==> config.mk <==
export PLATFORM = sky130hd
export DESIGN_NAME = record_heap_engine_top
export DESIGN_NICKNAME = d
export VERILOG_FILES = /design/src/sv/rhe_pkg.sv /design/src/sv/rhe_store.sv /design/src/sv/record_heap_engine_top.sv
export SDC_FILE = /design/constraint.sdc
export NUM_CORES = 2
export LEC_CHECK = 0
export BUFFER_PORTS_ARGS = -buffer_cell sky130_fd_sc_hd__buf_2
export CAP_MARGIN = 20
export CORE_AREA = 4 4 473 475
export CTS_CLUSTER_DIAMETER = 50
export CTS_CLUSTER_SIZE = 28
export DETAILED_ROUTE_END_ITERATION = 10
export DIE_AREA = 0 0 477 479
export HOLD_SLACK_MARGIN = 0.15
export PLACE_DENSITY = 0.83
export SLEW_MARGIN = 20
export SYNTH_ARGS = -nofsm -noshare
export SYNTH_HDL_FRONTEND = slang
export SYNTH_HIERARCHICAL = 1
export SYNTH_SLANG_ARGS = --single-unit
==> constraint.sdc <==
create_clock -name i_clk -period 10.6 [get_ports i_clk]
set_clock_uncertainty 0.2 [all_clocks]
set_input_delay 3.18 -clock i_clk [delete_from_list [all_inputs] [get_ports i_clk]]
set_output_delay 3.18 -clock i_clk [all_outputs]
set_load 0.02 [all_outputs]
==> src/sv/rhe_pkg.sv <==
// ----------------------------------------------------------------------------
// rhe_pkg: shared types and constants for the record heap engine
// Record layout, operation and status codes, sequencer states.
// ----------------------------------------------------------------------------
package rhe_pkg;

    localparam int CAPACITY_DEF = 64;
    localparam logic [14:0] KG_PER_LB_Q16 = 15'd29727;

    typedef enum logic [2:0] {
        OP_CLEAR  = 3'd0,
        OP_APPEND = 3'd1,
        OP_BMIN   = 3'd2,
        OP_BMAX   = 3'd3,
        OP_YOUNG  = 3'd4,
        OP_INSERT = 3'd5,
        OP_DELOLD = 3'd6,
        OP_NONE   = 3'd7
    } t_op;

    typedef enum logic [1:0] {
        ST_OK    = 2'd0,
        ST_EMPTY = 2'd1,
        ST_FULL  = 2'd2
    } t_status;

    typedef struct packed {
        logic [15:0] id;
        logic [7:0]  age;
        logic [9:0]  height;
        logic [9:0]  weight;
    } t_rec;

    typedef struct packed {
        logic [2:0]  operation;
        logic [15:0] rec_id;
        logic [7:0]  rec_age;
        logic [9:0]  rec_height;
        logic [9:0]  rec_weight;
    } t_in_word;

    typedef struct packed {
        logic [1:0]  status;
        logic [6:0]  entries;
        logic [15:0] res_id;
        logic [7:0]  res_age;
        logic [9:0]  res_weight;
        logic [24:0] kg_q16;
    } t_out_word;

    // sequencer states
    typedef enum logic [4:0] {
        S_IDLE,
        S_DISPATCH,
        S_UP_RD,      // insert: read parent (or place record at root)
        S_UP_CMP,     // insert: compare, maybe swap
        S_BLD_NEXT,   // build: pick next sift root
        S_SD_RDI,     // sift: read node
        S_SD_RDL,     // sift: read left
        S_SD_RDR,     // sift: read right
        S_SD_DEC,     // sift: decide
        S_SD_WR,      // sift: second write of swap
        S_DEL_RD,     // delete: scan read
        S_DEL_CMP,    // delete: scan compare
        S_DEL_LAST,   // delete: read last
        S_DEL_MOVE,   // delete: write last into hole
        S_ROOT_RD,    // read index 0
        S_ROOT_CAP,   // capture root
        S_MUL,        // kg multiply
        S_OUT         // present result
    } t_state;

endpackage

==> src/sv/rhe_store.sv <==
// ----------------------------------------------------------------------------
// rhe_store: record memory
// One write port, one read port, registered read data.
// ----------------------------------------------------------------------------
module rhe_store #(
    parameter int CAPACITY = rhe_pkg::CAPACITY_DEF,
    parameter int AW = $clog2(CAPACITY)
) (
    input  logic            i_clk,
    input  logic            i_we,
    input  logic [AW-1:0]   i_waddr,
    input  rhe_pkg::t_rec   i_wdata,
    input  logic [AW-1:0]   i_raddr,
    output rhe_pkg::t_rec   o_rdata
);
    rhe_pkg::t_rec r_mem [CAPACITY];

    always_ff @(posedge i_clk) begin
        if (i_we) begin
            r_mem[i_waddr] <= i_wdata;
        end
    end

    always_ff @(posedge i_clk) begin
        o_rdata <= r_mem[i_raddr];
    end
endmodule

==> src/sv/record_heap_engine_top.sv <==
// ----------------------------------------------------------------------------
// record_heap_engine_top: heap-arranged record store
// Sequencer around one record memory; builds, sifts, inserts and deletes.
// ----------------------------------------------------------------------------
// Usage:
//   Input channel (i_in_valid / o_in_stall / i_in_word) carries one command
//   word: operation plus a record for append and insert. Output channel
//   (o_out_valid / i_out_stall / o_out_word) returns one result word per
//   command: status, entry count, root (or deleted) record, and kg in Q.16.
//   One command is worked at a time; o_in_stall is high from acceptance
//   until the result word is taken, and the next word can be taken the
//   cycle after that.
//   Steps from acceptance: clear, append, full store and the unused code
//   read and capture the root, multiply, then present the result;
//   youngest/delete on an empty store go straight to the result; insert
//   reads and compares each parent, and writes the root if it gets there;
//   a build picks each sift root, then per level a record moves down reads
//   node, left and right, decides and writes the swap; youngest weight is
//   a min build plus the multiply; delete-oldest scans every entry, moves
//   the last record into the hole, then rebuilds the min-heap.
//   The result sits in registers; while i_out_stall is high it holds and no
//   new command is taken.
//   Reset (synchronous, active low) empties the store and idles the
//   sequencer; memory contents are not cleared, the count makes them dead.
// ----------------------------------------------------------------------------
module record_heap_engine_top #(
    parameter int CAPACITY = rhe_pkg::CAPACITY_DEF
) (
    input  logic                 i_clk,
    input  logic                 i_rst_n,
    input  logic                 i_in_valid,
    output logic                 o_in_stall,
    input  rhe_pkg::t_in_word    i_in_word,
    output logic                 o_out_valid,
    input  logic                 i_out_stall,
    output rhe_pkg::t_out_word   o_out_word
);
    localparam int AW = (CAPACITY > 1) ? $clog2(CAPACITY) : 1;
    localparam int CW = $clog2(CAPACITY + 1);
    localparam logic [CW-1:0] CAP_C = CW'(CAPACITY);

    rhe_pkg::t_state r_state, n_state;
    rhe_pkg::t_in_word r_cmd;
    logic [CW-1:0] r_count;
    logic [CW-1:0] r_i;       // current node / scan index
    logic [CW-1:0] r_bld;     // next build root (counts down)
    logic [CW-1:0] r_best;    // best child index / oldest index
    logic          r_bymax;
    logic          r_isdel;   // build follows a delete
    rhe_pkg::t_rec r_ri, r_rb, r_del;
    rhe_pkg::t_rec r_root;
    logic          r_have_del;
    logic [1:0]    r_status;
    logic [24:0]   r_kg;

    // memory port
    logic          m_we;
    logic [AW-1:0] m_waddr, m_raddr;
    rhe_pkg::t_rec m_wdata, m_rdata;

    rhe_store #(.CAPACITY(CAPACITY), .AW(AW)) u_store (
        .i_clk   (i_clk),
        .i_we    (m_we),
        .i_waddr (m_waddr),
        .i_wdata (m_wdata),
        .i_raddr (m_raddr),
        .o_rdata (m_rdata)
    );

    logic [CW:0]   w_l, w_r;
    logic [CW-1:0] w_par;
    assign w_l   = {r_i, 1'b1};
    assign w_r   = {r_i, 1'b0} + (CW+1)'(2);
    assign w_par = (r_i - CW'(1)) >> 1;

    function automatic logic better(input rhe_pkg::t_rec a, input rhe_pkg::t_rec b,
                                    input logic bymax);
        if (bymax) begin
            return a.weight > b.weight;
        end
        return a.age < b.age;
    endfunction

    // sift decision: right child (on m_rdata in S_SD_DEC) against node/left winner
    logic          w_rwin;
    logic [CW-1:0] w_best;
    rhe_pkg::t_rec w_brec;
    assign w_rwin = (w_r < {1'b0, r_count}) && better(m_rdata, r_rb, r_bymax);
    assign w_best = w_rwin ? w_r[CW-1:0] : r_best;
    assign w_brec = w_rwin ? m_rdata : r_rb;

    logic w_accept, w_deliver;
    assign w_accept  = i_in_valid && !o_in_stall;
    assign w_deliver = o_out_valid && !i_out_stall;
    assign o_in_stall  = (r_state != rhe_pkg::S_IDLE);
    assign o_out_valid = (r_state == rhe_pkg::S_OUT);

    rhe_pkg::t_rec w_new;
    assign w_new = '{id: r_cmd.rec_id, age: r_cmd.rec_age,
                     height: r_cmd.rec_height, weight: r_cmd.rec_weight};

    // next state
    always_comb begin
        n_state = r_state;
        case (r_state)
            rhe_pkg::S_IDLE: begin
                if (w_accept) n_state = rhe_pkg::S_DISPATCH;
            end
            rhe_pkg::S_DISPATCH: begin
                case (rhe_pkg::t_op'(r_cmd.operation))
                    rhe_pkg::OP_APPEND: n_state = rhe_pkg::S_ROOT_RD;
                    rhe_pkg::OP_INSERT:
                        n_state = (r_count >= CAP_C || r_count == '0) ?
                                  rhe_pkg::S_ROOT_RD : rhe_pkg::S_UP_RD;
                    rhe_pkg::OP_BMIN, rhe_pkg::OP_BMAX: n_state = rhe_pkg::S_BLD_NEXT;
                    rhe_pkg::OP_YOUNG:
                        n_state = (r_count == '0) ? rhe_pkg::S_OUT : rhe_pkg::S_BLD_NEXT;
                    rhe_pkg::OP_DELOLD:
                        n_state = (r_count == '0) ? rhe_pkg::S_OUT : rhe_pkg::S_DEL_RD;
                    default: n_state = rhe_pkg::S_ROOT_RD;
                endcase
            end
            rhe_pkg::S_UP_RD:
                n_state = (r_i == '0) ? rhe_pkg::S_ROOT_RD : rhe_pkg::S_UP_CMP;
            rhe_pkg::S_UP_CMP: begin
                if (m_rdata.age > w_new.age) n_state = rhe_pkg::S_UP_RD;
                else n_state = rhe_pkg::S_ROOT_RD;
            end
            rhe_pkg::S_BLD_NEXT:
                n_state = (r_bld == '0) ? rhe_pkg::S_ROOT_RD : rhe_pkg::S_SD_RDI;
            rhe_pkg::S_SD_RDI: n_state = rhe_pkg::S_SD_RDL;
            rhe_pkg::S_SD_RDL: begin
                if (w_l < {1'b0, r_count}) n_state = rhe_pkg::S_SD_RDR;
                else n_state = rhe_pkg::S_BLD_NEXT;
            end
            rhe_pkg::S_SD_RDR: n_state = rhe_pkg::S_SD_DEC;
            rhe_pkg::S_SD_DEC: begin
                if (w_best == r_i) n_state = rhe_pkg::S_BLD_NEXT;
                else n_state = rhe_pkg::S_SD_WR;
            end
            rhe_pkg::S_SD_WR:  n_state = rhe_pkg::S_SD_RDI;
            rhe_pkg::S_DEL_RD: n_state = rhe_pkg::S_DEL_CMP;
            rhe_pkg::S_DEL_CMP:
                n_state = (r_i + CW'(1) >= r_count) ? rhe_pkg::S_DEL_LAST : rhe_pkg::S_DEL_RD;
            rhe_pkg::S_DEL_LAST: n_state = rhe_pkg::S_DEL_MOVE;
            rhe_pkg::S_DEL_MOVE: n_state = rhe_pkg::S_BLD_NEXT;
            rhe_pkg::S_ROOT_RD:  n_state = rhe_pkg::S_ROOT_CAP;
            rhe_pkg::S_ROOT_CAP: n_state = rhe_pkg::S_MUL;
            rhe_pkg::S_MUL:      n_state = rhe_pkg::S_OUT;
            rhe_pkg::S_OUT: begin
                if (w_deliver) n_state = rhe_pkg::S_IDLE;
            end
            default: n_state = rhe_pkg::S_IDLE;
        endcase
    end

    // memory port drive
    always_comb begin
        m_we    = 1'b0;
        m_waddr = r_i[AW-1:0];
        m_wdata = r_ri;
        m_raddr = r_i[AW-1:0];
        case (r_state)
            rhe_pkg::S_DISPATCH: begin
                if ((r_cmd.operation == rhe_pkg::OP_APPEND ||
                     r_cmd.operation == rhe_pkg::OP_INSERT) && r_count < CAP_C) begin
                    m_we    = 1'b1;
                    m_waddr = r_count[AW-1:0];
                    m_wdata = w_new;
                end
            end
            rhe_pkg::S_UP_RD: begin
                m_raddr = w_par[AW-1:0];
                if (r_i == '0) begin
                    // new record climbed to the root
                    m_we    = 1'b1;
                    m_waddr = '0;
                    m_wdata = w_new;
                end
            end
            rhe_pkg::S_UP_CMP: begin
                if (m_rdata.age > w_new.age) begin
                    // parent moves down, new record moves up
                    m_we    = 1'b1;
                    m_waddr = r_i[AW-1:0];
                    m_wdata = m_rdata;
                end else begin
                    m_we    = 1'b1;
                    m_waddr = r_i[AW-1:0];
                    m_wdata = w_new;
                end
            end
            rhe_pkg::S_SD_RDI: m_raddr = r_i[AW-1:0];
            rhe_pkg::S_SD_RDL: m_raddr = w_l[AW-1:0];
            rhe_pkg::S_SD_RDR: m_raddr = w_r[AW-1:0];
            rhe_pkg::S_SD_DEC: begin
                if (w_best != r_i) begin
                    m_we    = 1'b1;
                    m_waddr = r_i[AW-1:0];
                    m_wdata = w_brec;
                end
            end
            rhe_pkg::S_SD_WR: begin
                m_we    = 1'b1;
                m_waddr = r_best[AW-1:0];
                m_wdata = r_ri;
            end
            rhe_pkg::S_DEL_RD:   m_raddr = r_i[AW-1:0];
            rhe_pkg::S_DEL_LAST: m_raddr = AW'(r_count - CW'(1));
            rhe_pkg::S_DEL_MOVE: begin
                m_we    = 1'b1;
                m_waddr = r_best[AW-1:0];
                m_wdata = m_rdata;
            end
            rhe_pkg::S_ROOT_RD: m_raddr = '0;
            default: ;
        endcase
    end

    // datapath registers
    always_ff @(posedge i_clk) begin
        if (!i_rst_n) begin
            r_state <= rhe_pkg::S_IDLE;
            r_count <= '0;
        end else begin
            r_state <= n_state;
            case (r_state)
                rhe_pkg::S_IDLE: begin
                    if (w_accept) begin
                        r_cmd      <= i_in_word;
                        r_status   <= rhe_pkg::ST_OK;
                        r_have_del <= 1'b0;
                        r_kg       <= '0;
                        r_isdel    <= 1'b0;
                    end
                end
                rhe_pkg::S_DISPATCH: begin
                    r_bymax <= (r_cmd.operation == rhe_pkg::OP_BMAX);
                    r_bld   <= r_count >> 1;
                    r_i     <= (r_cmd.operation == rhe_pkg::OP_DELOLD) ? '0 : r_count;
                    case (rhe_pkg::t_op'(r_cmd.operation))
                        rhe_pkg::OP_CLEAR: r_count <= '0;
                        rhe_pkg::OP_APPEND, rhe_pkg::OP_INSERT: begin
                            if (r_count >= CAP_C) r_status <= rhe_pkg::ST_FULL;
                            else r_count <= r_count + CW'(1);
                        end
                        rhe_pkg::OP_YOUNG: begin
                            if (r_count == '0) r_status <= rhe_pkg::ST_EMPTY;
                        end
                        rhe_pkg::OP_DELOLD: begin
                            if (r_count == '0) r_status <= rhe_pkg::ST_EMPTY;
                            r_best  <= '0;
                            r_isdel <= 1'b1;
                        end
                        default: ;
                    endcase
                end
                rhe_pkg::S_UP_CMP: begin
                    if (m_rdata.age > w_new.age) r_i <= w_par;
                end
                rhe_pkg::S_BLD_NEXT: begin
                    if (r_bld != '0) begin
                        r_i   <= r_bld - CW'(1);
                        r_bld <= r_bld - CW'(1);
                    end
                end
                rhe_pkg::S_SD_RDL: begin
                    r_ri   <= m_rdata;
                    r_rb   <= m_rdata;
                    r_best <= r_i;
                end
                rhe_pkg::S_SD_RDR: begin
                    if (better(m_rdata, r_ri, r_bymax)) begin
                        r_rb   <= m_rdata;
                        r_best <= w_l[CW-1:0];
                    end
                end
                rhe_pkg::S_SD_DEC: begin
                    r_rb   <= w_brec;
                    r_best <= w_best;
                end
                rhe_pkg::S_SD_WR: r_i <= r_best;
                rhe_pkg::S_DEL_CMP: begin
                    if (r_i == '0 || m_rdata.age > r_del.age) begin
                        r_del  <= m_rdata;
                        r_best <= r_i;
                    end
                    r_i <= r_i + CW'(1);
                end
                rhe_pkg::S_DEL_LAST: begin
                    r_count    <= r_count - CW'(1);
                    r_have_del <= 1'b1;
                end
                rhe_pkg::S_DEL_MOVE: begin
                    r_bld <= r_count >> 1;
                end
                rhe_pkg::S_ROOT_CAP: r_root <= m_rdata;
                rhe_pkg::S_MUL: begin
                    if (r_cmd.operation == rhe_pkg::OP_YOUNG && !r_isdel)
                        r_kg <= 25'(r_root.weight) * 25'(rhe_pkg::KG_PER_LB_Q16);
                end
                default: ;
            endcase
        end
    end

    // output word
    always_comb begin
        o_out_word = '0;
        o_out_word.status  = r_status;
        o_out_word.entries = 7'(r_count);
        o_out_word.kg_q16  = r_kg;
        if (r_have_del) begin
            o_out_word.res_id     = r_del.id;
            o_out_word.res_age    = r_del.age;
            o_out_word.res_weight = r_del.weight;
        end else if (r_count != '0) begin
            o_out_word.res_id     = r_root.id;
            o_out_word.res_age    = r_root.age;
            o_out_word.res_weight = r_root.weight;
        end
    end
endmodule

* Word level (Yosys, flattened, before mapping) *
Memory sizes are Yosys's and may differ from the RTL's. A register that Yosys moved wholly into a read port is not among the register bits.
Cells that the tools add are included.

storage, ports and cells
  bits in registers = 266
  RAM bits = 2816
  input port bits = 51
  output and inout bits = 70
  word-level logic and storage cells = 201
  memories = 1

memories
  memory         depth  bits a word  rd ports  clocked after memory_dff  wr ports  RTL line         source
  u_store.r_mem  64     44           1         1                         1         rhe_store.sv:16  rhe_pkg::t_rec r_mem [CAPACITY];

cells by class
  add/sub/neg operators = 6
  multipliers = 1
  $lt $le $gt $ge = 11
  eq/ne operators = 38
  multiplexer cells = 67
  reduce and logical (&&, ||, !) cells = 48

operators with widths
  operator                                                               count
  44-bit 2-to-1 mux                                                      6
  44-bit one-hot mux with 5 select lines                                 1
  44-bit one-hot mux with 3 select lines                                 1
  5-bit one-hot mux with 18 select lines                                 1
  7-bit one-hot mux with 5 select lines                                  2
  34-bit 2-to-1 mux                                                      2
  7-bit 2-to-1 mux                                                       8
  25-bit 2-to-1 mux                                                      2
  25-bit one-hot mux with 2 select lines                                 1
  7-bit one-hot mux with 2 select lines                                  3
  5-bit by 4-bit == test with 1-bit output, second input constant        8
  6-bit one-hot mux with 5 select lines                                  1
  10-bit by 15-bit multiplier with 25-bit output, second input constant  1
  7-bit zero test                                                        3
  7-bit by 1-bit subtractor with 7-bit output, second input constant     3
  5-bit by 3-bit == test with 1-bit output, second input constant        4
  10-bit > comparator                                                    2
  4-bit 2-to-1 mux                                                       5
  5-bit 2-to-1 mux                                                       4
  5-bit one-hot mux with 4 select lines                                  1
  6-bit one-hot mux with 3 select lines                                  1
  3-bit AND reduction                                                    6
  8-bit > comparator                                                     2
  8-bit by 7-bit < comparator with 1-bit output                          2
  41 further kinds                                                       101

* Depth between registers and ports, before layout *
  depth after elaboration = 10
  gate-level depth with buffers = 20

* Modules after synthesis *
Netlist, hierarchy kept.

by module, submodules not included
  module                  instances  cells each  area an instance (um^2)  sequential area each (um^2)
  rhe_store               1          4547        107361.7                 85441.9
  record_heap_engine_top  1          1954        19213.4                  7867.5

* Worst setup path before layout *
OpenSTA, ideal clock, no wires.

  kind = input to register
  from = in i_rst_n
  to = reg r_rb[0] in the netlist's numbering, enable pin
  setup time = 0.683 ns
  arrival time = 10.518 ns
  setup slack = -0.801 ns
  stages = 3
  buffers on the path = 1
  path through = clkbuf_1 -> clkinv_1 -> a2111oi_0

between the ends
  cells in the longest elaborated chain, start to end = 1

ends and longest elaborated chain
  element                               RTL line                       source
  start, declared                       record_heap_engine_top.sv:30   input logic i_rst_n,
  3-bit AND reduction (no source line)  n/a
  end signal, assigned                  record_heap_engine_top.sv:269  r_rb <= m_rdata;
  end signal, assigned                  record_heap_engine_top.sv:274  r_rb <= m_rdata;
  end signal, assigned                  record_heap_engine_top.sv:279  r_rb <= w_brec;
  end, declared                         record_heap_engine_top.sv:50   rhe_pkg::t_rec r_ri, r_rb, r_del;

No other way between the ends.
A chain may end at the register's enable or synchronous reset.

* Worst setup path after layout *
  from = reg r_i[0]
  to = mem u_store/r_mem[0][29] in the netlist's numbering, enable pin

between the ends
  cells in the longest elaborated chain, start to end = 9
  elaborated cells between the ends (all ways) = 14

ends and longest elaborated chain
  element                                        RTL line                       source
  start, declared                                record_heap_engine_top.sv:45   logic [CW-1:0] r_i;
  start signal, assigned                         record_heap_engine_top.sv:240  r_i <= (r_cmd.operation == rhe_pkg::OP_DELOLD) ? '0 : r_count;
  start signal, assigned                         record_heap_engine_top.sv:259  if (m_rdata.age > w_new.age) r_i <= w_par;
  start signal, assigned                         record_heap_engine_top.sv:263  r_i <= r_bld - CW'(1);
  8-bit by 2-bit adder with 8-bit output         record_heap_engine_top.sv:73   assign w_r = {r_i, 1'b0} + (CW+1)'(2);
  8-bit by 7-bit < comparator with 1-bit output  record_heap_engine_top.sv:88   assign w_rwin = (w_r < {1'b0, r_count}) && better(m_rdata, r_rb, r_bymax);
  1-bit logical AND                              record_heap_engine_top.sv:88
  7-bit 2-to-1 mux                               record_heap_engine_top.sv:89   assign w_best = w_rwin ? w_r[CW-1:0] : r_best;
  7-bit != test                                  record_heap_engine_top.sv:197  if (w_best != r_i) begin
  1-bit 2-to-1 mux                               record_heap_engine_top.sv:197
  1-bit one-hot mux with 4 select lines (*)      record_heap_engine_top.sv:163  case (r_state)
  via m_we                                       record_heap_engine_top.sv:57   logic m_we;
  1-bit 2-to-1 mux (*)                           rhe_store.sv:19                if (i_we) begin
  1-bit 2-to-1 mux (implied by the code) (*)     rhe_store.sv:20                r_mem[i_waddr] <= i_wdata;
  end, declared                                  rhe_store.sv:16

The timed path passes the listed nets; every way through them passes the cells marked *.

==> summary.md <==
| Metric | Value |
|---|---|
| Status | `finished with violations` |
| Failing checks | `DRC` |
| Detailed-route DRC error count | `1` |
| Root buffer cell | `clkbuf_16` |
| Clk buf depth | `3` |
| First-pass GRT wire length | `395,000 um` |
| Core area | `219,000 sq um` |
| CTS Sinks | `2,446` |
| Relative slew margins | `20.3%` |
| Clock latency on the worst-skew pair | `0.87 ns` |
| RSZ-0062 raised after global routing | `false` |
| Final Hold Viols | `0` |
| First-pass iteration count of the detailed router | `10` |
| Vias/cell | `6.69` |
| Post-Synthesis Cells | `5,399` |
| Max incr delay on CP | `0.87 ns` |
| Clock Pin Slew Worst Setup and Hold Paths | `0.08 ns` |
| Cell Count, Final, Fillers Out | `8,449` |
| GR Util All Layers | `23.6%` |
| Rows | `172` |
| Syn nets | `5,645` |
| Largest net degree at the start of global routing | `116` |
| Die Span Y | `479 um` |
| PostCTS Resize Cnt | `0` |
| Critical-path top delay cell | `and4_1` |
| Tmin final | `7.68 ns` |
| Via count | `56,500` |
| Worst path required time | `10.90 ns` |
| Post-CTS Hold Fix Bufs | `0` |
| CP Capture Type | `flip-flop` |
| Average size of a mapped cell | `18.7 sq um` |
| FMAX | `130 MHz` |
| Crit path max fanout | `20` |
| Final wirelength | `275,000 um` |
| CTS tree | `yes` |
| Worst EP arrival | `7.98 ns` |
| Tot Pwr | `35.6 mW` |
| Initial Utilization | `46.0%` |
| Hold Path Class | `flip-flop to flip-flop` |
| Synth Cell Area | `101,000 sq um` |
| Crit path launch type | `flip-flop` |
| Tcrit/Tclk final | `72.5%` |
| TNS Setup | `0 ns` |
| Layout cells sized above 1 | `22.2%` |
| DIE AREA | `228,000 sq um` |
| Multi-input gate area | `26,200 sq um` |
| I/O Pins | `121` |
| GP Congestion | `0.909` |
| Vias in the first global route | `55,500` |
| IO buf count | `110` |
| CTS H-tree lvls | `4` |
| DP Cell Count | `8,155` |
| Top cell by count, worst path | `nand2_1` |
| YS warnings | `6` |
| Fin. max-slew vios | `0` |
| Worst-path cell chain | `ha_1 -> and3_1 -> xnor2_1 -> ha_1 -> a21oi_1 -> nand2b_1 -> o211ai_1 -> and4_1 -> a21oi_1 -> o211ai_4 -> nand2_1 -> nand2_1 -> nor2b_1 -> nand2_1 -> nor2_4 -> buf_4` |
| Gr ovfl total | `0` |
| Final net count | `5,687` |
| Sequential cell area | `73,000 sq um` |
| Postcts setup bufs | `0` |
| Leak | `35.5 nW` |
| Initial DRC Count | `10,300` |
| Synth-to-layout area growth | `9.93%` |
| Wirelength per Cell | `32.5 um` |
| Endpoints failing setup | `0` |
| Slew @ Worst Pin | `1.19 ns` |
| Fill cells | `16,400` |
| Post-DP HPWL | `150,000 um` |
| Pwr/cell area | `321 nW/um^2` |
| CTS Buf Count | `152` |
| Initial antenna violation count | `17` |
| Routed Antenna Nets | `0` |
| Die X | `477 um` |
| Peak VDD IR | `0.339 mV` |
| CP Class | `flip-flop to flip-flop` |
| Max capacitance violation total | `0` |
[through the flow]
step                util, %  area (sq um)  hold slack [ns]  setup slack, ns
finish                 50.6        111000            0.350             2.92
global route           50.6        111000            0.383             2.83
floorplan                 -        101000            0.288            0.807
CTS                    50.5        111000            0.350             3.04
global placement       47.9        105000            0.331             3.27
detailed placement     47.9        105000            0.331             3.09
[cells in the final DEF (no fill, tap or decap), types with 46 or more instances in the layout]
master / count
mux4_2: 539
a22oi_1: 75
buf_2: 115
nand3_1: 50
o211ai_1: 46
nor2_1: 120
o21ai_0: 108
nand2_1: 206
mux2i_1: 109
dfxtp_1: 46
edfxtp_1: 2400
ha_1: 162
buf_4: 148
a21oi_1: 215
o22ai_1: 82
a221oi_1: 59
nor2_4: 68
inv_1: 147
a22o_1: 58
clkbuf_16: 156
[critical path, delay by kind of cell (launching register included)]
kind | cells | cell delay (ns)
xor+xnor | 1 | 0.51
simple gates | 8 | 3.57
buf+inv | 1 | 0.46
fa+ha+maj | 2 | 0.82
flops | 1 | 0.66
compound gates | 4 | 1.08
[worst paths after layout]
path | cells after the start | to | startpoint | slack [ns]
max | 16 | u_store/r_mem[0][29] | r_i[0] | 2.92
min | 2 | r_rb[32] | r_rb[32] | 0.35
max reg2reg | 16 | u_store/r_mem[0][29] | r_i[0] | 2.92
min reg2reg | 2 | r_rb[32] | r_rb[32] | 0.35
[power by group]
group,internal [mW],switching [mW]
registers,13.8,0.457
clock network,3.14,3.63
logic,4.54,9.94
[registers in the layout, summed over array words and instances, names as in the netlist]
| register | count |
|---|---|
| u_store/r_mem | 2176 |
| r_have_del | 1 |
| r_best | 7 |
| r_rb | 34 |
| r_count | 7 |
| r_bld | 7 |
| r_status | 2 |
| r_isdel | 1 |
| u_store/o_rdata | 34 |
| r_ri | 34 |
| r_state | 5 |
| r_del | 34 |
| r_root | 34 |
| r_kg | 25 |
| r_cmd | 37 |
| r_bymax | 1 |
| r_i | 7 |
[metal layers]
| metal | wire length [um] | track usage, % |
|---|---|---|
| met1 | 92500 | 30.7 |
| met2 | 128000 | 36.8 |
| met3 | 37000 | 6.16 |
| met4 | 17000 | 12.3 |
| met5 | 67 | 0 |
[area by class of cell]
| type | count | share of cell area [%] |
|---|---|---|
| Sequential cell | 2446 | 65.8 |
| Timing Repair Buffer | 273 | 1.69 |
| Tap cell | 2871 | 3.24 |
| Multi-Input combinational cell | 2417 | 23.6 |
| Inverter | 151 | 0.511 |
| Clock inverter | 119 | 1.53 |
| Antenna cell | 7 | 0.0158 |
| Clock buffer | 165 | 3.58 |
No activity file was read; power rests on OpenSTA's default activity.
